### src/hw/rtl/ppp_pkg.sv
`timescale 1ns / 1ps
`default_nettype none
// ----------------------------------------------------------------------------
// ppp_pkg
// Shared widths, constants and the arctangent table of the point pair core.
// ----------------------------------------------------------------------------
package ppp_pkg;

    // Width of the scaled rotation datapath (x and y of the vectoring cells).
    localparam int XW = 62;
    // Width of the angle accumulator, in units of 2^-16 degree.
    localparam int ZW = 28;
    // Quotient bits of the direction ratios (Q1.14 magnitude, at most 16384).
    localparam int QW = 15;
    // Number of table entries of the vectoring cells.
    localparam int MAX_STEPS = 24;
    // Fixed scale of the coordinates inside the vectoring datapath.
    localparam int SCALE_BASE = 58;

    localparam logic signed [ZW-1:0] QUARTER_TURN = ZW'(90 * 65536);
    localparam logic signed [ZW-1:0] ANGLE_ROUND  = ZW'(512);
    localparam int                   ANGLE_SHIFT  = 10;
    localparam logic signed [ZW-1:0] ANGLE_LIMIT  = ZW'(11520);

    // atan(2^-i) in degrees, units of 2^-16 degree.
    localparam logic signed [ZW-1:0] ATAN_TABLE [MAX_STEPS] = '{
        ZW'(2949120), ZW'(1740967), ZW'(919879), ZW'(466945),
        ZW'(234379),  ZW'(117304),  ZW'(58666),  ZW'(29335),
        ZW'(14668),   ZW'(7334),    ZW'(3667),   ZW'(1833),
        ZW'(917),     ZW'(458),     ZW'(229),    ZW'(115),
        ZW'(57),      ZW'(29),      ZW'(14),     ZW'(7),
        ZW'(4),       ZW'(2),       ZW'(1),      ZW'(0)
    };

    // One finished result as it sits in the output buffer.
    typedef struct packed {
        logic               degenerate;
        logic signed [15:0] sine_ratio;
        logic signed [15:0] cosine_ratio;
        logic signed [14:0] angle_degrees;
        logic        [16:0] distance;
        logic signed [16:0] delta_y;
        logic signed [16:0] delta_x;
    } ppp_result_t;

endpackage
`default_nettype wire

### src/hw/rtl/ppp_cordic_cell.sv
`timescale 1ns / 1ps
`default_nettype none
// ----------------------------------------------------------------------------
// ppp_cordic_cell
// One vectoring rotation: drives y toward zero and accumulates the angle.
// ----------------------------------------------------------------------------
module ppp_cordic_cell
    import ppp_pkg::*;
#(
    parameter int STEP = 0
) (
    input  wire logic                 clk,
    input  wire logic                 en,
    input  wire logic signed [XW-1:0] x_in,
    input  wire logic signed [XW-1:0] y_in,
    input  wire logic signed [ZW-1:0] z_in,
    output logic signed      [XW-1:0] x_out,
    output logic signed      [XW-1:0] y_out,
    output logic signed      [ZW-1:0] z_out
);

    logic signed [XW-1:0] x_reg, x_next, y_reg, y_next, xs, ys;
    logic signed [ZW-1:0] z_reg, z_next;

    always_comb
    begin
        xs = x_in >>> STEP;
        ys = y_in >>> STEP;
        if (y_in > 0)
        begin
            x_next = x_in + ys;
            y_next = y_in - xs;
            z_next = z_in + ATAN_TABLE[STEP];
        end
        else
        begin
            x_next = x_in - ys;
            y_next = y_in + xs;
            z_next = z_in - ATAN_TABLE[STEP];
        end
    end

    always_ff @(posedge clk)
    begin
        if (en)
        begin
            x_reg <= x_next;
            y_reg <= y_next;
            z_reg <= z_next;
        end
    end

    assign x_out = x_reg;
    assign y_out = y_reg;
    assign z_out = z_reg;

endmodule
`default_nettype wire

### config.mk
export PLATFORM = sky130hd
export DESIGN_NAME = ppp_cordic_cell
export DESIGN_NICKNAME = d
export VERILOG_FILES = /design/src/hw/rtl/ppp_pkg.sv /design/src/hw/rtl/ppp_cordic_cell.sv
export SDC_FILE = /design/constraint.sdc
export NUM_CORES = 1
export LEC_CHECK = 0
export BUFFER_PORTS_ARGS = -buffer_cell sky130_fd_sc_hd__buf_2
export CAP_MARGIN = 10
export CORE_MARGIN = 2
export CORE_UTILIZATION = 55
export DETAILED_ROUTE_END_ITERATION = 10
export GPL_ROUTABILITY_DRIVEN = 0
export GPL_TIMING_DRIVEN = 0
export PLACE_DENSITY_LB_ADDON = 0.15
export SLEW_MARGIN = 10
export SYNTH_ARGS = -nofsm -noshare
export SYNTH_HDL_FRONTEND = slang
export SYNTH_SLANG_ARGS = --single-unit
### constraint.sdc
create_clock -name clk -period 5.3 [get_ports clk]
set_clock_uncertainty 0.2 [all_clocks]
set_input_delay 1.06 -clock clk [delete_from_list [all_inputs] [get_ports clk]]
set_output_delay 1.06 -clock clk [all_outputs]
set_load 0.01 [all_outputs]
==> out/metrics.cfg <==
[status]
outcome = finished clean

[floorplan]
row_count = 63
io_pins = 306
die_h_microns = 176
start_util = 0.554
core_sq_mm = 0.0294
die_x_microns = 176
die-area_sq_mm = 0.0310

[yosys]
netlist.area_leader.share = 0.278
syn_inst = 2004
synth_edf_count = 151
synth.area.top_cells = edfxtp_1, ha_1, a21oi_1
yosysUniqueCellTypes = 74
avgSynthCellArea_sq_um = 8.13
ys_ff_latch = 151
synth_fp_nets = 2355
synth-async-reset-ratio = 0
yosysWarnings = 0
synth_ff_type = edfxtp_1
syn-cell-area_sq_mm = 0.0163
yosysSeqAreaShare = 0.278
synthTopCellsByCount = a21oi_1, nor2_1, ha_1
yosysMostFrequentCell = a21oi_1
synth_largest_area_cell = edfxtp_1

[detailed_routing]
drtPass1Iterations = 7
drt-initial-drc-count = 2743
wl_per_cell_microns = 21.6
ant_nets = 0
post-route-drc-count = 0
viasPerCell = 6.41
drt_wl_total_microns = 59000
dr_total_vias = 17500

[critical_path]
worstPathRequired_ps = 5320
worst_ep_arrival_time_ps = 5190
start_kind = primary input
slowest_stage = a2111oi_1
endpoint_kind = flop
critPathMaxFanout = 10
cp_slowest_stage_delay_ps = 660
crit_buf_inv = 3
crit_family = compound AO/OA/AOI/OAI gates
worstSetupPathType = in2reg
worstPathCellList = buf_2 -> inv_1 -> ha_1 -> buf_2 -> nor3_2 -> nand3_1 -> a311oi_1 -> o31ai_1 -> a2111oi_1 -> or4_1 -> a31oi_2 -> o31ai_1 -> a31oi_1 -> o21ai_1 -> xnor2_1

[timing]
finalCriticalPeriod_ps = 5170
timing.slew.headroom = 0.0923
final-setup-viol-count = 0
fin_ws_ps = 126
slew_violations = 0
period_share = 0.976
finalHoldViolations = 0
rsz0062_at_grt = false
worstMarginPinSlew_ps = 1360
hold-worst-slack_ps = 574
setup_tns_ps = 0
max_freq_mhz = 193

[clock_network]
cts.clk_slew.worst_paths_ps = 70
cts_tree = yes
clockRootBuffer = clkbuf_16
cts.path.max_buffers = 2
cts_setup_buffers = 0
htree_levels = 4
cts_num_sinks = 151
cts_made_buffers = 17

[final_layout]
final_cells = 2734
seqCellArea_sq_mm = 0.00453
nNetsFinal = 2680
drive_above_1_share = 0.165
multi_input_area_sq_mm = 0.0107
n_fill_cell = 2615
final_area_sq_mm = 0.0190
syn_to_final_growth_pct = 16.3

[global_routing]
track_usage = 0.368
grt_max_degree = 82
grt_pass1_wl_microns = 88300
overflow = 0
antenna_found_initial = 1
grt_pass1_vias = 16100

[job]
drv_cap = 0

[placed_design]
port_buffers = 305
place_area_sq_mm = 0.0184
dp_cells = 2701
place_ws_ps = -1200
hpwl_microns = 46500

[power_and_ir_drop]
leakagePower_nw = 8.32
power.density_mw_per_mm2 = 257
vdd_drop_max_uv = 225

[hold_path]
hold_path.class = in2reg

[stage by stage]
stage	total power, mW	utilization
floorplan	2.87	-
global placement	3.55	0.623
detailed placement	3.58	0.624
CTS	4.79	0.644
global route	5.06	0.645
finish	4.87	0.645
[metal layers]
layer / up-vias / track usage / wire, microns
li1: 7856 / - / -
met1: 7983 / 0.492 / 22800
met2: 1401 / 0.540 / 24200
met3: 284 / 0.104 / 8240
met4: 0 / 0.192 / 3780
met5: - / 0 / 0
[registers in the layout, summed over array words and instances (netlist names)]
name,count
z_out,28
y_out,61
x_out,62
[what timing repair did]
action / 4_1_cts / 5_1_grt
hold buffers: 0 / 0
endpoints found under the setup margin: 4 / 10
resized for setup: 5 / 7
[cell families after synthesis]
kind of cell / count (synthesis) / synth area share
DFF: 151 / 0.278
buffers and inverters: 289 / 0.0685
and+or+nand+nor: 527 / 0.152
xor gates and xnor gates: 133 / 0.0715
muxes: 27 / 0.0166
AOI/OAI and AO/OA: 680 / 0.260
adders and majority gates: 197 / 0.153
[worst paths after layout]
path / startpoint / to / slack [ps] / cells past startpoint
min: z_in[12] / z_out[12] / 570 / 1
max: x_in[6] / x_out[61] / 130 / 15
[area by class of cell]
| type | instances | area share |
|---|---|---|
| Clock buffer | 17 | 0.0224 |
| Buffer | 83 | 0.0186 |
| Multi-Input combinational cell | 1564 | 0.563 |
| Timing Repair Buffer | 307 | 0.0826 |
| Antenna cell | 2 | 0.000264 |
| Clock inverter | 15 | 0.00766 |
| Tap cell | 390 | 0.0257 |
| Inverter | 205 | 0.0406 |
| Sequential cell | 151 | 0.239 |
[where the power goes]
part | internal, mW | switching [mW]
clock network | 0.655 | 0.561
registers | 1.58 | 0.0427
logic | 0.717 | 1.31
total | 2.95 | 1.92
[cell usage in the layout, fill, tap and decap left out, types with 6 or more instances in the layout]
cell type   netlist  layout
clkinv_1          7       8
xor2_1           11      11
a221oi_1          8       8
o22ai_1           6       6
inv_2             6       6
nor2b_1          21      21
nor3_1           41      41
or3_1            16      16
clkbuf_16         0      17
or2_2             6       6
xnor2_1         122     122
a211oi_1         20      19
clkinvlp_4        0       6
nand2b_1         17      17
o31ai_1          24      24
nor4_1           39      38
ha_1            193     193
and2_1            6       6
a21o_1           37      37
nand4_1          29      29
a31oi_1          18      18
buf_1            17      16
a211o_1           9       9
o211ai_1         12      12
a311oi_1          6       6
a21boi_0          8       8
clkbuf_1         52      49
a21oi_1         269     269
buf_2            10     315
o21bai_1         58      58
nand2_1          97      97
edfxtp_1        151     151
nand3_1          39      39
o21a_1           18      18
o221ai_1          7       7
nor2_1          198     198
inv_1           192     192
mux2i_1          27      27
o21ai_0         128     128
Power figures use the tool's default switching activity.
