===== src/hw/rtl/ppp_sqrt_cell.sv =====
`timescale 1ns / 1ps
`default_nettype none
// ----------------------------------------------------------------------------
// ppp_sqrt_cell
// One digit of the integer square root: a compare and subtract per cell.
// ----------------------------------------------------------------------------
module ppp_sqrt_cell #(
    parameter int RW      = 34,
    parameter int BIT_POS = 0
) (
    input  wire logic          clk,
    input  wire logic          en,
    input  wire logic [RW-1:0] rem_in,
    input  wire logic [RW-1:0] root_in,
    output logic      [RW-1:0] rem_out,
    output logic      [RW-1:0] root_out
);

    localparam logic [RW:0] BIT_VAL = (RW+1)'(1) << BIT_POS;

    logic [RW-1:0] rem_reg, rem_next;
    logic [RW-1:0] root_reg, root_next;
    logic [RW:0]   trial;

    always_comb
    begin
        trial = {1'b0, root_in} + BIT_VAL;
        if ({1'b0, rem_in} >= trial)
        begin
            rem_next  = rem_in - trial[RW-1:0];
            root_next = (root_in >> 1) + BIT_VAL[RW-1:0];
        end
        else
        begin
            rem_next  = rem_in;
            root_next = root_in >> 1;
        end
    end

    always_ff @(posedge clk)
    begin
        if (en)
        begin
            rem_reg  <= rem_next;
            root_reg <= root_next;
        end
    end

    assign rem_out  = rem_reg;
    assign root_out = root_reg;

endmodule
`default_nettype wire


===== config.mk =====
export PLATFORM = sky130hd
export DESIGN_NAME = ppp_sqrt_cell
export DESIGN_NICKNAME = d
export VERILOG_FILES = /design/src/hw/rtl/ppp_sqrt_cell.sv
export SDC_FILE = /design/constraint.sdc
export NUM_CORES = 1
export LEC_CHECK = 0
export ABC_CLOCK_PERIOD_IN_PS = 4200
export BUFFER_PORTS_ARGS = -buffer_cell sky130_fd_sc_hd__clkbuf_2
export CORE_ASPECT_RATIO = 1.25
export CORE_UTILIZATION = 29
export DETAILED_ROUTE_END_ITERATION = 10
export MAX_ROUTING_LAYER = met4
export SLEW_MARGIN = 20
export SYNTH_ARGS = -nofsm -noshare
export SYNTH_HDL_FRONTEND = slang
export SYNTH_SLANG_ARGS = --single-unit

===== constraint.sdc =====
create_clock -name clk -period 4.2 [get_ports clk]
set_input_delay 0.21 -clock clk [delete_from_list [all_inputs] [get_ports clk]]
set_output_delay 0.21 -clock clk [all_outputs]
set_load 0.03 [all_outputs]

==> results.toml, run 1 <==
[sta]
fin_crit_sh_pct = 94.0
finalSetupViolCount = 0
setup_ws_ns = 0.252
fmax_mhz = 253
slew_headroom_pct = 37.6
hold_viol = 0
grt_setup_unrepaired = "no"
drv_slew = 0
worstMarginPinSlew_ns = 0.934
period_needed_ns = 3.95

[route]
wirelength_um = 19200
drtAntennaViolNets = 0
drc = 0
routedWlPerCell_um = 16.8
drtPass1Iterations = 5
vias = 5680
drtIter0Drc = 416
via_per_inst = 4.99

[min_path]
hold_depth = 3
min_path_type = "in2reg"

[logic_synthesis]
netlist_instances = 645
netlist.area_leader.share_pct = 35.2
synth_largest_area_cell = "edfxtp_1"
synth_seq_cells = 68
avgSynthCellArea_um2 = 8.99
synth_warnings = 0
syn_area_um2 = 5800
async_reset_ff_share_pct = 0
synth_seq_area_share_pct = 35.2
synthTopCellsByArea = "edfxtp_1, ha_1, xor2_1"
synth_cell_types = 63
synth_ff_type = "edfxtp_1"
synth.net_count = 752
synth-edff-count = 68

[finish]
area_growth_pct = 35.2
diodes = 0
fin_area_um2 = 7840
drive_gt1_share_pct = 33.1
fin_util_pct = 40.1
fin_nets = 976

[pwr]
swShare_pct = 34.3
leakagePower_nw = 3.36
pwr-share-seq_pct = 33.6
power_density_nw_per_um2 = 331
power_switching_uw = 891
p_comb_share_pct = 35.1
vdd_drop_max_v = 0.000173
clockPowerShare_pct = 31.4
cellInternalPower_mw = 1.70

[grt]
grt_max_degree = 37
grt_use_total_pct = 19.9
first_global_vias = 5579
antenna_found_initial = 0
grt_first_pass_wirelength_um = 30300
overflow = 0

[clock_network]
cts_buffers = 9
cts_tree = "built"
cts_sinks = 68
cts_root_buf = "clkbuf_16"
clockBufferDepth = 2
hold_buffers = 0
path_clk_slew_ns = 0.06
h-tree-depth = 3

[setup_path]
critPathRequiredTime_ns = 4.38
critPathCaptureType = "flip-flop"
critPathMaxFanout = 16
critPathArrivalTime_ns = 4.12
critPathLaunchType = "primary input"
crit_type = "in2reg"

[floorplan]
die_h_um = 160
chipWidth_um = 128
pin_count = 138
core_area_um2 = 19500
die-area_um2 = 20600
initial_core_util_pct = 29.7
rows = 57

[placed_design]
dp_hpwl_um = 15800
gp_congestion = 0.930
postPlaceCellArea_um2 = 7500
pre_cts_slack_ns = -0.132
portBuffers = 137

[flow_run]
drv_cap = 0

[run_status]
status = "finished clean"
[Yosys cell counts, drive strengths merged (4+ instances only)]
master  instances
xnor2          42
nor2b           4
and2            6
nand3          24
ha             36
nor2           35
xor2           47
nor3           21
a21oi          38
o21ai          49
nand4          27
o21bai          9
o31ai           6
inv            20
clkbuf         14
or3             5
o21a            6
and3           10
and4            5
edfxtp         68
nand2          90
buf            23
a21o           10
nor4            7
[flip-flops by register name, summed over array words and instances, names as in the netlist]
register / cells
root_out: 34
rem_out: 34
[power groups by stage]
| stage | sequential, mW | clock (mW) | combinational [mW] |
|---|---|---|---|
| CTS | 0.873 | 0.823 | 0.906 |
| global route | 0.879 | 0.850 | 0.989 |
| floorplan | 1.04 | 0 | 0.403 |
| detailed placement | 0.885 | 0 | 0.901 |
| finish | 0.872 | 0.814 | 0.910 |
| global placement | 0.887 | 0 | 0.899 |
[path summary, 6_finish.rpt]
kind | slack [ns] | end | startpoint
worst min-delay path | 0.16 | rem_out[4] | rem_in[4]
worst max-delay path | 0.25 | root_out[9] | root_in[16]
[layer usage]
metal	up-vias	track usage [%]	wire length, um
met5	-	-	0
met4	0	6.74	499
met3	34	2.75	771
met2	178	33.7	9460
met1	2672	24.0	8450
li1	2796	-	-
[cell usage in the layout, fill, tap and decap left out, types with 3 or more instances in the layout]
cell type	Yosys	routed
a211oi_1	3	3
and4_1	4	4
nand2_1	90	90
o31ai_1	6	6
nand3_1	24	24
xor2_1	47	47
edfxtp_1	68	68
a21o_1	10	9
a21oi_1	37	37
nor2_1	34	33
o21bai_1	9	9
a221o_1	3	3
o21a_1	6	6
nor3_2	10	10
inv_1	20	20
o21ai_0	47	47
o31a_1	3	3
nor4_1	3	3
or3_1	5	5
buf_4	0	111
clkbuf_2	2	136
ha_1	36	36
xnor2_1	42	41
and3_1	10	10
and2_1	6	6
nand4_1	27	27
nand2b_1	3	3
nor3_1	11	11
clkbuf_16	0	9
nor2b_1	4	4
[worst max-delay path, stage by stage]
cell and delay, ns:
clkbuf_2 0.09, and3_1 0.18, and4_1 0.22, and3_1 0.18, and3_1 0.24, and3_1 0.21
nand4_1 0.15, xor2_1 0.19, ha_1 0.31, nand4_1 0.19, or4_1 0.58, o21a_1 0.23
a32o_1 0.23, a21o_4 0.27, nor4_1 0.28, buf_4 0.18, xor2_1 0.18
[area by class of cell]
class | count | area [um2]
fill | 2036 | 11700
multi-input combinational | 520 | 3530
clock inverter | 5 | 76.3
clock buffer | 11 | 233
tap | 265 | 332
inverter | 20 | 75.1
sequential | 68 | 2040
timing repair buffer | 250 | 1550
[kinds of logic (layout without fill, tap and decap cells)]
logic type / count (synthesis) / in the layout / share of synthesized area (%)
xor gates and xnor gates: 89 / 89 / 13.4
DFF: 68 / 68 / 35.2
adders and majority gates: 37 / 37 / 8.12
AOI/OAI and AO/OA: 148 / 148 / 16.3
and+or+nand+nor: 246 / 246 / 22.4
buffers and inverters: 57 / 286 / 4.49
[metrics by stage]
stage          power (mW)  hold WS (ns)  setup TNS, ns  instances
6_report             2.60         0.158              0       1139
2_1_floorplan        1.45         0.322              0        645
4_1_cts              2.60         0.161              0       1139
5_1_grt              2.72         0.174              0       1139
3_5_place_dp         1.79         0.513          -2.18       1123
3_3_place_gp         1.79         0.513          -2.22       1123
[timing repair]
action                                  in CTS  in global routing
buffers inserted                             0                  0
endpoints found under the setup margin       0                 16
hold endpoints to repair                     0                  0
gates resized for setup                      0                  4
Note: power is estimated with default switching activity, not from simulation.
==> run 2: changes to the inputs <==
Settings changed: CORE_MARGIN set to 2, PLACE_DENSITY set to 0.52.
==> results.toml, run 2 (synthesis results as in run 1) <==
[run_status]
status = "finished clean"

[floorplan]
pin_count = 138
initial_core_util_pct = 29.7
rows = 57
core_area_um2 = 19500
chipWidth_um = 130
die-area_um2 = 21100
die_h_um = 162

[setup_path]
critPathArrivalTime_ns = 3.98
endpoint = "root_out[26]"
crit_type = "in2reg"
critPathRequiredTime_ns = 4.29
startpoint = "root_in[4]"
critPathLaunchType = "primary input"
critPathCaptureType = "flip-flop"
critPathMaxFanout = 13

[route]
via_per_inst = 4.95
drc = 0
wirelength_um = 19800
routedWlPerCell_um = 17.1
drtIter0Drc = 268
drtPass1Iterations = 5
vias = 5734
drtAntennaViolNets = 0

[finish]
fin_nets = 995
fillCellCount = 2059
final_common_cell = "clkbuf_2"
final_cell_mix = "clkbuf_2, buf_4, nand2_1, edfxtp_1"
diodes = 0
drive_gt1_share_pct = 34.5
area_growth_pct = 37.8

[pwr]
leakagePower_nw = 3.46
power_density_nw_per_um2 = 337
vdd_drop_max_v = 0.000198
total_power_mw = 2.69

[sta]
grt_setup_unrepaired = "no"
tns_ns = 0
worstMarginPinSlew_ns = 0.956
fin_crit_sh_pct = 92.6
drv_slew = 0
setup_ws_ns = 0.310
hold_viol = 0
finalSetupViolCount = 0
period_needed_ns = 3.89
slew_headroom_pct = 36.1
fmax_mhz = 257

[grt]
grt_max_degree = 69
grt_first_pass_wirelength_um = 29800
grt_use_total_pct = 19.3
first_global_vias = 5540
antenna_found_initial = 0
overflow = 0

[clock_network]
cts_root_buf = "clkbuf_16"
post_cts_buffers = 0
cts_buffers = 9
cts_resized = 0
cts_tree = "built"
h-tree-depth = 3
path_clk_slew_ns = 0.06
cts_sinks = 68
clockBufferDepth = 2
hold_buffers = 0

[flow_run]
drv_cap = 0

[min_path]
min_path_type = "in2reg"

[placed_design]
portBuffers = 137
gp_congestion = 0.894
pre_cts_slack_ns = -0.149
dp_hpwl_um = 16100
-- run 2: worst min path at each step --
stage,from,end,cells past startpoint
after detailed placement,rem_in[5],rem_out[5],3
after floorplan,en,rem_out[0],0
after global routing,rem_in[3],rem_out[3],2
after CTS,rem_in[5],rem_out[5],3
after global placement,rem_in[0],rem_out[0],3
final,rem_in[5],rem_out[5],3
-- run 2: power breakdown --
group	internal, mW	total, mW	switching (mW)
registers	0.847	0.871	0.0244
logic	0.350	0.922	0.571
clock network	0.578	0.895	0.317
total	1.78	2.69	0.913
-- run 2: final cells by class --
cell class	instances	area, um2	area share, %
clock buffers	9	225	2.82
clock inverters	7	114	1.43
inverters	20	75.1	0.940
multi-input cells	520	3510	44.0
flip-flops and latches	68	2040	25.6
well taps	265	332	4.15
repair buffers	269	1690	21.1
-- run 2: through the flow --
stage | utilization (%) | area (um2) | hold slack [ns] | cells
detailed placement | 39.1 | 7640 | 0.516 | 1142
global route | 40.9 | 7990 | 0.166 | 1158
floorplan | - | 5810 | 0.322 | 645
global placement | 39.1 | 7640 | 0.513 | 1142
finish | 40.9 | 7990 | 0.163 | 1158
CTS | 40.9 | 7980 | 0.155 | 1158
-- run 2: worst max-delay path: stages --
cell      delay (ns)
clkbuf_2        0.09
and4_1          0.33
nand4_1         0.17
or2_1           0.28
or3_1           0.38
xor2_1          0.19
ha_1            0.32
nand4_1         0.16
or4_1           0.58
o21a_1          0.21
a32o_1          0.23
buf_4           0.14
a21oi_2         0.16
buf_4           0.24
nand3_1         0.13
xnor2_1         0.15
-- run 2: metal layers --
layer | wire, um | global-route usage (%) | up-vias
li1 | - | - | 2841
met1 | 8290 | 23.1 | 2677
met2 | 10000 | 32.8 | 173
met3 | 900 | 2.93 | 43
met4 | 601 | 6.67 | 0
met5 | 0 | - | -
==> run 3: changes to the inputs <==
Settings changed: CAP_MARGIN set to 20, RECOVER_POWER set to 25.
==> results.toml, run 3 (synthesis results as in run 1) <==
[floorplan]
die_h_um = 162
chipWidth_um = 130
pin_count = 138
core_area_um2 = 19500
die-area_um2 = 21100
initial_core_util_pct = 29.7
rows = 57

[sta]
tns_ns = 0
hold_slack_ns = 0.163
fin_crit_sh_pct = 92.6
drv_slew = 69
slew_headroom_pct = -158
hold_viol = 0
worstMarginPinSlew_ns = 3.87
period_needed_ns = 3.89
finalSetupViolCount = 0
grt_setup_unrepaired = "no"
fmax_mhz = 257

[finish]
diodes = 0
multi_input_area_um2 = 3510
fin_util_pct = 40.8
drive_gt1_share_pct = 34.0
final_common_cell = "clkbuf_2"
fin_nets = 995
register_area_um2 = 2040
fillCellCount = 2061
fin_area_um2 = 7980
final_cell_mix = "clkbuf_2, buf_4, nand2_1, edfxtp_1"
area_growth_pct = 37.7

[clock_network]
cts_buffers = 9
h-tree-depth = 3
hold_buffers = 0
clockBufferDepth = 2
cts_tree = "built"
post_cts_buffers = 0
cts_sinks = 68
path_clk_slew_ns = 0.06
cts_root_buf = "clkbuf_16"

[grt]
grt_max_degree = 69
first_global_vias = 5540
antenna_found_initial = 0
overflow = 0
grt_first_pass_wirelength_um = 29800
grt_use_total_pct = 19.3

[min_path]
hold_end = "rem_out[5]"
min_path_type = "in2reg"
min_from = "rem_in[5]"
hold_depth = 3

[pwr]
leakagePower_nw = 3.45
total_power_mw = 2.69
power_density_nw_per_um2 = 337
vdd_drop_max_v = 0.000198

[placed_design]
portBuffers = 137
postPlaceCellArea_um2 = 7640
gp_congestion = 0.894
dp_hpwl_um = 16100

[route]
drc = 0
wirelength_um = 19800
drtAntennaViolNets = 0
drtIter0Drc = 268
drtPass1Iterations = 6
routedWlPerCell_um = 17.1
via_per_inst = 4.93
vias = 5713

[setup_path]
cp_slowest_stage_delay_ns = 0.58
cp_top_family = "simple AND/OR/NAND/NOR gates"
critPathRequiredTime_ns = 4.29
critPathArrivalTime_ns = 3.98
critPathLaunchType = "primary input"
critPathSlowestCell = "or4_1"
crit_type = "in2reg"
critPathMaxFanout = 13
critPathCaptureType = "flip-flop"
worstPathCellList = "clkbuf_2 > and4_1 > nand4_1 > or2_1 > or3_1 > xor2_1 > ha_1 > nand4_1 > or4_1 > o21a_1 > a32o_1 > buf_4 > a21oi_2 > buf_4 > nand3_1 > xnor2_1"
critPathBufInv = 3

[run_status]
status = "finished with violations"
violations = "capacitance limit, slew limit"

[flow_run]
drv_cap = 1
==> run 3: worst max-delay path by stage <==
stage | startpoint | endpoint | slack (ns) | cells past startpoint
2_1_floorplan | root_in[3] | rem_out[32] | 0.0005 | 19
3_3_place_gp | root_in[16] | root_out[15] | -0.14 | 17
3_5_place_dp | root_in[16] | root_out[15] | -0.15 | 17
4_1_cts | root_in[16] | root_out[15] | 0.20 | 17
5_1_grt | root_in[4] | root_out[26] | 0.06 | 19
6_report | root_in[4] | root_out[26] | 0.31 | 16
==> run 3: power breakdown <==
group	switching, mW	leakage (nW)	internal, mW
Combinational	0.571	2.63	0.349
Clock	0.317	0.161	0.578
Sequential	0.0243	0.664	0.850
Total	0.912	3.45	1.78
==> run 3: what timing repair did <==
action                                  in CTS  in global routing
endpoints found under the setup margin       0                 20
hold endpoints to repair                     0                  0
resized for setup                            0                  1
==> run 3: layout make-up <==
class                           count  share of cell area (%)
Multi-Input combinational cell    520                    44.0
Clock inverter                      7                    1.43
Tap cell                          265                    4.15
Timing Repair Buffer              269                    21.1
Inverter                           20                   0.941
Sequential cell                    68                    25.6
Clock buffer                        9                    2.82
==> run 3: routing by layer <==
layer  share of wire (%)  track usage [%]  vias up
met4                 2.9             6.67        0
met5                   0                -        -
met1                  42             23.1     2671
met2                  51             32.8      162
li1                    -                -     2841
met3                 4.5             2.93       39
==> run 3: stage by stage <==
stage	setup WS (ns)	cells
after floorplan	0.000528	645
after global placement	-0.144	1142
after detailed placement	-0.149	1142
after CTS	0.196	1158
after global routing	0.0587	1158
final	0.309	1158
