`src/hw/rtl/ppp_pkg.sv`:
```
`timescale 1ns / 1ps
`default_nettype none
// ----------------------------------------------------------------------------
// ppp_pkg
// Shared widths, constants and the arctangent table of the point pair core.
// ----------------------------------------------------------------------------
package ppp_pkg;

    // Width of the scaled rotation datapath (x and y of the vectoring cells).
    localparam int XW = 62;
    // Width of the angle accumulator, in units of 2^-16 degree.
    localparam int ZW = 28;
    // Quotient bits of the direction ratios (Q1.14 magnitude, at most 16384).
    localparam int QW = 15;
    // Number of table entries of the vectoring cells.
    localparam int MAX_STEPS = 24;
    // Fixed scale of the coordinates inside the vectoring datapath.
    localparam int SCALE_BASE = 58;

    localparam logic signed [ZW-1:0] QUARTER_TURN = ZW'(90 * 65536);
    localparam logic signed [ZW-1:0] ANGLE_ROUND  = ZW'(512);
    localparam int                   ANGLE_SHIFT  = 10;
    localparam logic signed [ZW-1:0] ANGLE_LIMIT  = ZW'(11520);

    // atan(2^-i) in degrees, units of 2^-16 degree.
    localparam logic signed [ZW-1:0] ATAN_TABLE [MAX_STEPS] = '{
        ZW'(2949120), ZW'(1740967), ZW'(919879), ZW'(466945),
        ZW'(234379),  ZW'(117304),  ZW'(58666),  ZW'(29335),
        ZW'(14668),   ZW'(7334),    ZW'(3667),   ZW'(1833),
        ZW'(917),     ZW'(458),     ZW'(229),    ZW'(115),
        ZW'(57),      ZW'(29),      ZW'(14),     ZW'(7),
        ZW'(4),       ZW'(2),       ZW'(1),      ZW'(0)
    };

    // One finished result as it sits in the output buffer.
    typedef struct packed {
        logic               degenerate;
        logic signed [15:0] sine_ratio;
        logic signed [15:0] cosine_ratio;
        logic signed [14:0] angle_degrees;
        logic        [16:0] distance;
        logic signed [16:0] delta_y;
        logic signed [16:0] delta_x;
    } ppp_result_t;

endpackage
`default_nettype wire

```
`src/hw/rtl/ppp_div_cell.sv`:
```
`timescale 1ns / 1ps
`default_nettype none
// ----------------------------------------------------------------------------
// ppp_div_cell
// One quotient bit of both direction ratios, restoring division.
// ----------------------------------------------------------------------------
module ppp_div_cell
    import ppp_pkg::*;
#(
    parameter int NW    = 33,
    parameter int DEN_W = 19,
    parameter int SHIFT = 0
) (
    input  wire logic             clk,
    input  wire logic             en,
    input  wire logic [NW-1:0]    rem_x_in,
    input  wire logic [NW-1:0]    rem_y_in,
    input  wire logic [QW-1:0]    q_x_in,
    input  wire logic [QW-1:0]    q_y_in,
    input  wire logic [DEN_W-1:0] den_in,
    output logic      [NW-1:0]    rem_x_out,
    output logic      [NW-1:0]    rem_y_out,
    output logic      [QW-1:0]    q_x_out,
    output logic      [QW-1:0]    q_y_out,
    output logic      [DEN_W-1:0] den_out
);

    localparam logic [QW-1:0] Q_BIT = QW'(1) << SHIFT;

    logic [NW-1:0]    den_sh;
    logic [NW-1:0]    rem_x_reg, rem_x_next, rem_y_reg, rem_y_next;
    logic [QW-1:0]    q_x_reg, q_x_next, q_y_reg, q_y_next;
    logic [DEN_W-1:0] den_reg;

    always_comb
    begin
        den_sh     = NW'(den_in) << SHIFT;
        rem_x_next = rem_x_in;
        rem_y_next = rem_y_in;
        q_x_next   = q_x_in;
        q_y_next   = q_y_in;
        if (rem_x_in >= den_sh)
        begin
            rem_x_next = rem_x_in - den_sh;
            q_x_next   = q_x_in | Q_BIT;
        end
        if (rem_y_in >= den_sh)
        begin
            rem_y_next = rem_y_in - den_sh;
            q_y_next   = q_y_in | Q_BIT;
        end
    end

    always_ff @(posedge clk)
    begin
        if (en)
        begin
            rem_x_reg <= rem_x_next;
            rem_y_reg <= rem_y_next;
            q_x_reg   <= q_x_next;
            q_y_reg   <= q_y_next;
            den_reg   <= den_in;
        end
    end

    assign rem_x_out = rem_x_reg;
    assign rem_y_out = rem_y_reg;
    assign q_x_out   = q_x_reg;
    assign q_y_out   = q_y_reg;
    assign den_out   = den_reg;

endmodule
`default_nettype wire

```
`config.mk`:
```
export PLATFORM = sky130hd
export DESIGN_NAME = ppp_div_cell
export DESIGN_NICKNAME = d
export VERILOG_FILES = /design/src/hw/rtl/ppp_pkg.sv /design/src/hw/rtl/ppp_div_cell.sv
export SDC_FILE = /design/constraint.sdc
export NUM_CORES = 1
export LEC_CHECK = 0
export BUFFER_PORTS_ARGS = -buffer_cell sky130_fd_sc_hd__buf_2
export CORE_AREA = 2 2 113 115
export DETAILED_ROUTE_END_ITERATION = 10
export DIE_AREA = 0 0 115 117
export HOLD_SLACK_MARGIN = 0.15
export PLACE_DENSITY = 0.93
export SKIP_LAST_GASP = 1
export SYNTH_ARGS = -nofsm -noshare
export SYNTH_HDL_FRONTEND = slang
export SYNTH_SLANG_ARGS = --single-unit
```
`constraint.sdc`:
```
create_clock -name clk -period 6.39 [get_ports clk]
set_input_delay 1.278 -clock clk [delete_from_list [all_inputs] [get_ports clk]]
set_output_delay 1.278 -clock clk [all_outputs]
set_load 0.05 [all_outputs]
```
==> flow_summary.ini, run 1 <==
[place]
dpl.hpwl_um = 12800
dpl-instance-area_mm2 = 0.00777
placed_cells_incl_taps = 957
pre_cts_slack_ns = 2.11
gp_congestion = 0.916
port_buffers = 231

[clock_network]
numCtsBuffers = 17
cts_setup_buffers = 0
clkTransAtPathRegs_ns = 0.06
cts_sinks = 115
post_cts_resized = 0
cts_tree = built
cts_root_buffer = clkbuf_16
h-tree-depth = 4
clock_path_buffers = 2
hold_buffers = 0

[global_routing]
grt_usage = 0.243
grt_max_degree = 67
grt_pass1_wl_um = 25000
antenna_found_initial = 3
grt_overflow = 0
grt_pass1_vias = 5120

[sta]
hold_viol = 0
fin_crit_sh = 0.623
slew_viol_final = 0
tightest_slew_ns = 0.876
fin_ws_ns = 2.41
fmax_ghz = 0.251
slew_headroom = 0.411
tns_ns = 0
period_minus_slack_ns = 3.98
final-setup-viol-count = 0
whs_ns = 1.04
grt_setup_unrepaired = false

[synthesis]
synth_area_leaders = edfxtp_1 (53%), ha_1 (7.3%), xor2_1 (4.5%)
syn_area_per_cell_um2 = 11.0
synth.distinct_cells = 57
synth-seq-cells = 115
yosysTopAreaCell = edfxtp_1
syn_area_mm2 = 0.00647
postSynth.asyncResetShare = 0
synth_fp_nets = 745
yosysSeqAreaShare = 0.533
synth_edf_count = 115
ys_warn_count = 0
synth_ff_type = edfxtp_1
yosys.area.top_type_share = 0.533
synthCells = 588

[setup_path]
arrival_ns = 4.11
path_class = primary input to flop
crit_required_ns = 6.53
critPathCaptureType = flop
crit_start = den_in[16]
crit_end = rem_x_out[30]
crit_path_start_kind = primary input
critPathMaxFanout = 52

[hold_path]
hold_path_class = primary input to flop

[finish]
drive_gt1_frac = 0.334
stdcell_area_mm2 = 0.00836
stdcell_count = 992
final_core_util = 0.679
area_delta_synth_final_pct = 29.2
nets = 983

[power]
ir_drop_v = 0.000165
p_per_area_mw_per_mm2 = 306
finalPower_mw = 2.56
p_leak_nw = 3.53

[floorplan]
ios = 232
die_x_um = 115
rows = 41
core_region_area_mm2 = 0.0123
initial_core_util = 0.526
dieArea_mm2 = 0.0135
die_h_um = 117

[detailed_routing]
remaining_drc_errors = 0
vias_per_cell = 5.56
routedWlPerCell_um = 16.8
routed_wl_um = 16700
antenna_left = 0
drt_pass1_iterations = 6
drt_iter0_drc = 319
vias = 5520

[job]
drv_cap = 0

[status]
status = finished, final reports clean
-- how the worst min path moves through the flow --
stage,startpoint,end,slack (ns),depth (start not counted)
after floorplan,den_in[0],den_out[0],1.38,0
after global placement,q_x_in[8],q_x_out[8],1.45,1
after detailed placement,q_x_in[9],q_x_out[9],1.46,1
after CTS,q_y_in[10],q_y_out[10],1.02,1
after global routing,q_x_in[3],q_x_out[3],1.02,1
final,q_y_in[10],q_y_out[10],1.04,1
-- state kept, by name, summed over array words and instances, names as in the netlist --
register   cells
den_out       19
q_x_out       15
rem_y_out     33
rem_x_out     33
q_y_out       15
-- cells in the final DEF (no fill, tap or decap), types with 9 or more instances in the layout --
cell	synthesis	routed
buf_2	6	230
nor3_1	16	16
nand2_1	73	73
ha_1	38	38
clkbuf_16	0	17
xnor2_1	24	24
edfxtp_1	115	115
o21ai_0	54	54
xor2_1	33	33
or3_1	9	9
inv_1	30	30
nor4_1	9	9
a21oi_1	36	36
nor2_1	35	35
a21o_1	11	11
-- power by group --
group          internal, mW  total (mW)  switching (mW)
Clock                 0.574       0.919           0.346
Sequential            0.934       0.954          0.0199
Combinational         0.183       0.688           0.505
Total                  1.69        2.56           0.870
-- layout make-up --
class | count | area, µm²
Tap cell | 150 | 188
Clock buffer | 17 | 425
Fill cell | 909 | 3950
Multi-Input combinational cell | 429 | 2850
Clock inverter | 15 | 156
Antenna cell | 3 | 7.51
Timing Repair Buffer | 233 | 1170
Sequential cell | 115 | 3450
Inverter | 30 | 113
-- routing by layer --
metal	global-route usage	part of all wire	up-vias
li1	-	-	2659
met1	0.293	0.40	2569
met2	0.412	0.49	258
met3	0.0675	0.083	32
met4	0.101	0.026	2
met5	0	0.00042	-
-- synth_stat cells, drive strengths merged (4+ instances only) --
cell type,n
a31oi,5
xor2,33
ha,38
a21oi,36
or3,9
xnor2,24
nand4,5
nor3,18
buf,8
edfxtp,115
nor2b,6
o21ai,56
a21o,11
nor4,10
nand3b,6
clkbuf,6
a211oi,5
o31ai,4
nand2,73
inv,30
nand3,6
nor2,36
nand2b,7
-- kinds of logic (layout without fill, tap and decap cells) --
logic type               count (synthesis)  after routing  synth area share
flip-flops                             115            115             0.533
multiplexers                             2              2           0.00329
buffers and inverters                   44            295            0.0288
adder cells (fa/ha/maj)                 40             40            0.0796
AO/OA/AOI/OAI                          135            135             0.125
AND/OR/NAND/NOR                        195            195             0.153
other                                    0              3                 0
XOR/XNOR                                57             57            0.0771
-- worst max-delay path, cell delays in order --
cell	delay, ns
buf_2	0.11
inv_1	0.07
ha_1	0.42
nand3_1	0.15
or3_1	0.42
nor3b_1	0.40
nand2_1	0.09
nand4_1	0.16
a41oi_4	0.04
buf_4	0.30
a2111oi_1	0.54
xor2_1	0.14
Power figures use the tool's default switching activity.
==> run 2, diff against run 1 <==
- CORE_AREA: 2 2 113 115 -> 2 2 116 118
- DIE_AREA: 0 0 115 117 -> 0 0 118 120
- PLACE_DENSITY: 0.93 -> 0.9
- clock period: 6.39 -> 4.15 ns (I/O delays scaled with it)
==> flow_summary.ini, run 2 (synthesized netlist as in run 1, its figures left out) <==
[status]
status = finished, final reports clean

[detailed_routing]
routedWlPerCell_um = 16.7
drt_iter0_drc = 350
vias_per_cell = 5.41
routed_wl_um = 17000
vias = 5522
drt_pass1_iterations = 5
remaining_drc_errors = 0
antenna_left = 0

[clock_network]
cts_setup_buffers = 0
cts_root_buffer = clkbuf_16
cts_tree = built
h-tree-depth = 4
clkTransAtPathRegs_ns = 0.06
cts_sinks = 115
clock_path_buffers = 2
post_cts_resized = 0
numCtsBuffers = 17
hold_buffers = 0

[global_routing]
grt_pass1_wl_um = 26100
grt_max_degree = 76
grt_usage = 0.239
grt_pass1_vias = 5314
grt_overflow = 0
antenna_found_initial = 2

[floorplan]
initial_core_util = 0.499
die_x_um = 118
die_h_um = 120
rows = 42
dieArea_mm2 = 0.0142
ios = 232
core_region_area_mm2 = 0.0130

[sta]
final-setup-viol-count = 0
tns_ns = 0
fmax_ghz = 0.295
tightest_slew_ns = 0.937
fin_crit_sh = 0.817
period_minus_slack_ns = 3.39
hold_viol = 0
slew_headroom = 0.375
grt_setup_unrepaired = false
slew_viol_final = 0

[finish]
final_cell_mix = buf_2 (230), edfxtp_1 (115), nand2_1 (73), o21ai_0 (54), ha_1 (38)
area_delta_synth_final_pct = 30.4
nets = 986
drive_gt1_frac = 0.338
final_common_cell = buf_2

[setup_path]
critPathMaxFanout = 25
arrival_ns = 3.55
path_class = primary input to flop
critPathCaptureType = flop
timing.critical_path.slowest_stage_cell = nor4_1
crit_required_ns = 4.31
cpPeakStageDelay_ns = 0.53
crit_path_start_kind = primary input
path_cells = buf_2 > inv_1 > ha_1 > nand3_1 > or3_1 > nor4_1 > nor3_1 > nand4_1 > a41oi_4 > a2111oi_1 > xor2_1

[hold_path]
min_from = q_y_in[10]
whs_endpoint = q_y_out[10]
worstHoldPathCells = 1
hold_path_class = primary input to flop

[place]
port_buffers = 231
dpl.hpwl_um = 13100
gp_congestion = 0.967

[power]
ir_drop_v = 0.000252
p_per_area_mw_per_mm2 = 474
p_leak_nw = 3.56
finalPower_mw = 4.00

[job]
drv_cap = 0
run 2: critical path: cells and delay by family:
kind / cells / cell delay, ns
simple gates: 5 / 1.36
compound gates: 2 / 0.65
fa+ha+maj: 1 / 0.41
buf+inv: 2 / 0.16
xor+xnor: 1 / 0.13
run 2: worst max path at each step:
stage	from	slack (ns)	end
after floorplan	rem_x_in[0]	0.95	rem_x_out[24]
after global placement	den_in[16]	0.42	rem_x_out[30]
after detailed placement	den_in[16]	0.38	rem_x_out[30]
after CTS	den_in[16]	0.83	rem_x_out[30]
after global routing	den_in[6]	0.58	rem_y_out[29]
final	den_in[16]	0.76	rem_x_out[30]
run 2: power breakdown:
group / switching (mW) / internal, mW / total (mW)
Combinational: 0.782 / 0.286 / 1.07
Clock: 0.566 / 0.897 / 1.46
Sequential: 0.0314 / 1.44 / 1.47
run 2: layer usage:
metal / vias up / wire (µm) / track usage / part of all wire
met5: - / 0 / 0 / 0
met4: 0 / 446 / 0.120 / 0.026
met3: 36 / 1480 / 0.0513 / 0.087
met2: 291 / 8350 / 0.403 / 0.49
met1: 2537 / 6720 / 0.291 / 0.40
li1: 2658 / - / - / -
run 2: metrics by stage:
| stage | hold WS, ns | cells | utilization | setup slack, ns | area, µm² |
|---|---|---|---|---|---|
| 3_5_place_dp | 1.01 | 986 | 0.604 | 0.383 | 7840 |
| 3_3_place_gp | 1.01 | 986 | 0.604 | 0.416 | 7840 |
| 2_1_floorplan | 0.929 | 588 | - | 0.950 | 6470 |
| 4_1_cts | 0.567 | 1018 | 0.650 | 0.827 | 8430 |
| 5_1_grt | 0.562 | 1020 | 0.650 | 0.578 | 8440 |
| 6_report | 0.578 | 1020 | 0.650 | 0.762 | 8440 |
run 2: cell type report:
cell class                      count  area, µm²
Inverter                           30        113
Multi-Input combinational cell    429       2850
Clock buffer                       17        425
Sequential cell                   115       3450
Tap cell                          176        220
Clock inverter                     15        169
Fill cell                         984       4540
Timing Repair Buffer              236       1210
Antenna cell                        2       5.00
==> run 3, diff against run 2 <==
- clock period: 4.15 -> 3.5 ns (I/O delays scaled with it)
==> flow_summary.ini, run 3 (synthesized netlist as in run 1, its figures left out) <==
[global_routing]
grt_max_degree = 61
grt_usage = 0.243
grt_overflow = 0
grt_pass1_wl_um = 26700
antenna_found_initial = 2
grt_pass1_vias = 5398

[floorplan]
rows = 42
dieArea_mm2 = 0.0142
initial_core_util = 0.499
die_x_um = 118
ios = 232
core_region_area_mm2 = 0.0130
die_h_um = 120

[clock_network]
hold_buffers = 0
cts_setup_buffers = 0
clock_path_buffers = 2
numCtsBuffers = 17
post_cts_resized = 0
h-tree-depth = 4
cts_tree = built
clkTransAtPathRegs_ns = 0.06
cts_sinks = 115
cts_root_buffer = clkbuf_16

[sta]
hold_viol = 0
slew_headroom = 0.490
whs_ns = 0.450
grt_setup_unrepaired = false
fin_ws_ns = 0.345
tns_ns = 0
slew_viol_final = 0
final-setup-viol-count = 0
fmax_ghz = 0.317
tightest_slew_ns = 0.765
period_minus_slack_ns = 3.16
fin_crit_sh = 0.902

[setup_path]
critPathMaxFanout = 5
crit_buf_inv = 2
timing.critical_path.slowest_stage_cell = or3_1
path_class = primary input to flop
crit_required_ns = 3.64
cpLargestDelayFamily = compound AO/OA/AOI/OAI gates
arrival_ns = 3.30
cpPeakStageDelay_ns = 0.42
crit_path_start_kind = primary input
critPathCaptureType = flop
crit_start = den_in[6]
path_cells = buf_2 > inv_1 > ha_1 > a21o_1 > o32ai_1 > a31oi_1 > a311oi_2 > o31ai_1 > or3_1 > nor4_1 > xor2_1

[place]
port_buffers = 231
placed_cells_incl_taps = 996
dpl-instance-area_mm2 = 0.00792
dpl.hpwl_um = 13300
gp_congestion = 0.974
pre_cts_slack_ns = -0.0398

[detailed_routing]
vias = 5584
drt_iter0_drc = 472
antenna_left = 0
routedWlPerCell_um = 16.7
remaining_drc_errors = 0
drt_pass1_iterations = 5
routed_wl_um = 17200
vias_per_cell = 5.43

[power]
p_leak_nw = 3.62
p_per_area_mw_per_mm2 = 556
finalPower_mw = 4.72
ir_drop_v = 0.000310

[status]
status = finished, final reports clean

[finish]
stdcell_count = 1029
drive_gt1_frac = 0.346
final_common_cell = buf_2
area_delta_synth_final_pct = 31.3
final_core_util = 0.655
nets = 996
final_cell_mix = buf_2 (230), edfxtp_1 (115), nand2_1 (73), o21ai_0 (54), ha_1 (38)
stdcell_area_mm2 = 0.00850

[job]
drv_cap = 0

[hold_path]
hold_path_class = primary input to flop
worstHoldPathCells = 1
min_from = q_x_in[10]
whs_endpoint = q_x_out[10]
[run 3: cell count changes in the layout (fill, tap and decap cells not counted), sizes merged]
cell and delta:
bufinv -1, clkinvlp -3, clkinv +1, diode -1, buf +10, inv +3
[run 3: routing by layer]
layer / vias up / share of wire / track usage
li1: 2690 / - / -
met1: 2560 / 0.39 / 0.281
met2: 285 / 0.49 / 0.412
met3: 47 / 0.081 / 0.0746
met4: 2 / 0.032 / 0.117
met5: - / 0.00041 / 0
[run 3: worst max path at each step]
stage,slack [ns],cells after the start,endpoint
after floorplan,0.43,11,rem_x_out[24]
after global placement,0.14,12,rem_x_out[26]
after detailed placement,-0.04,11,rem_y_out[27]
after CTS,0.42,11,rem_y_out[27]
after global routing,0.25,12,rem_x_out[26]
final,0.34,11,rem_y_out[27]
[run 3: where the power goes]
part,internal (mW),switching (mW)
clock network,1.01,0.701
logic,0.346,0.933
registers,1.70,0.0329
total,3.06,1.67
[run 3: layout make-up]
cell class | count | area [µm²]
clock buffer | 17 | 425
inverter | 30 | 113
timing repair buffer | 246 | 1280
fill | 1011 | 4480
multi-input combinational | 429 | 2850
antenna | 1 | 2.50
clock inverter | 15 | 159
sequential | 115 | 3450
tap | 176 | 220
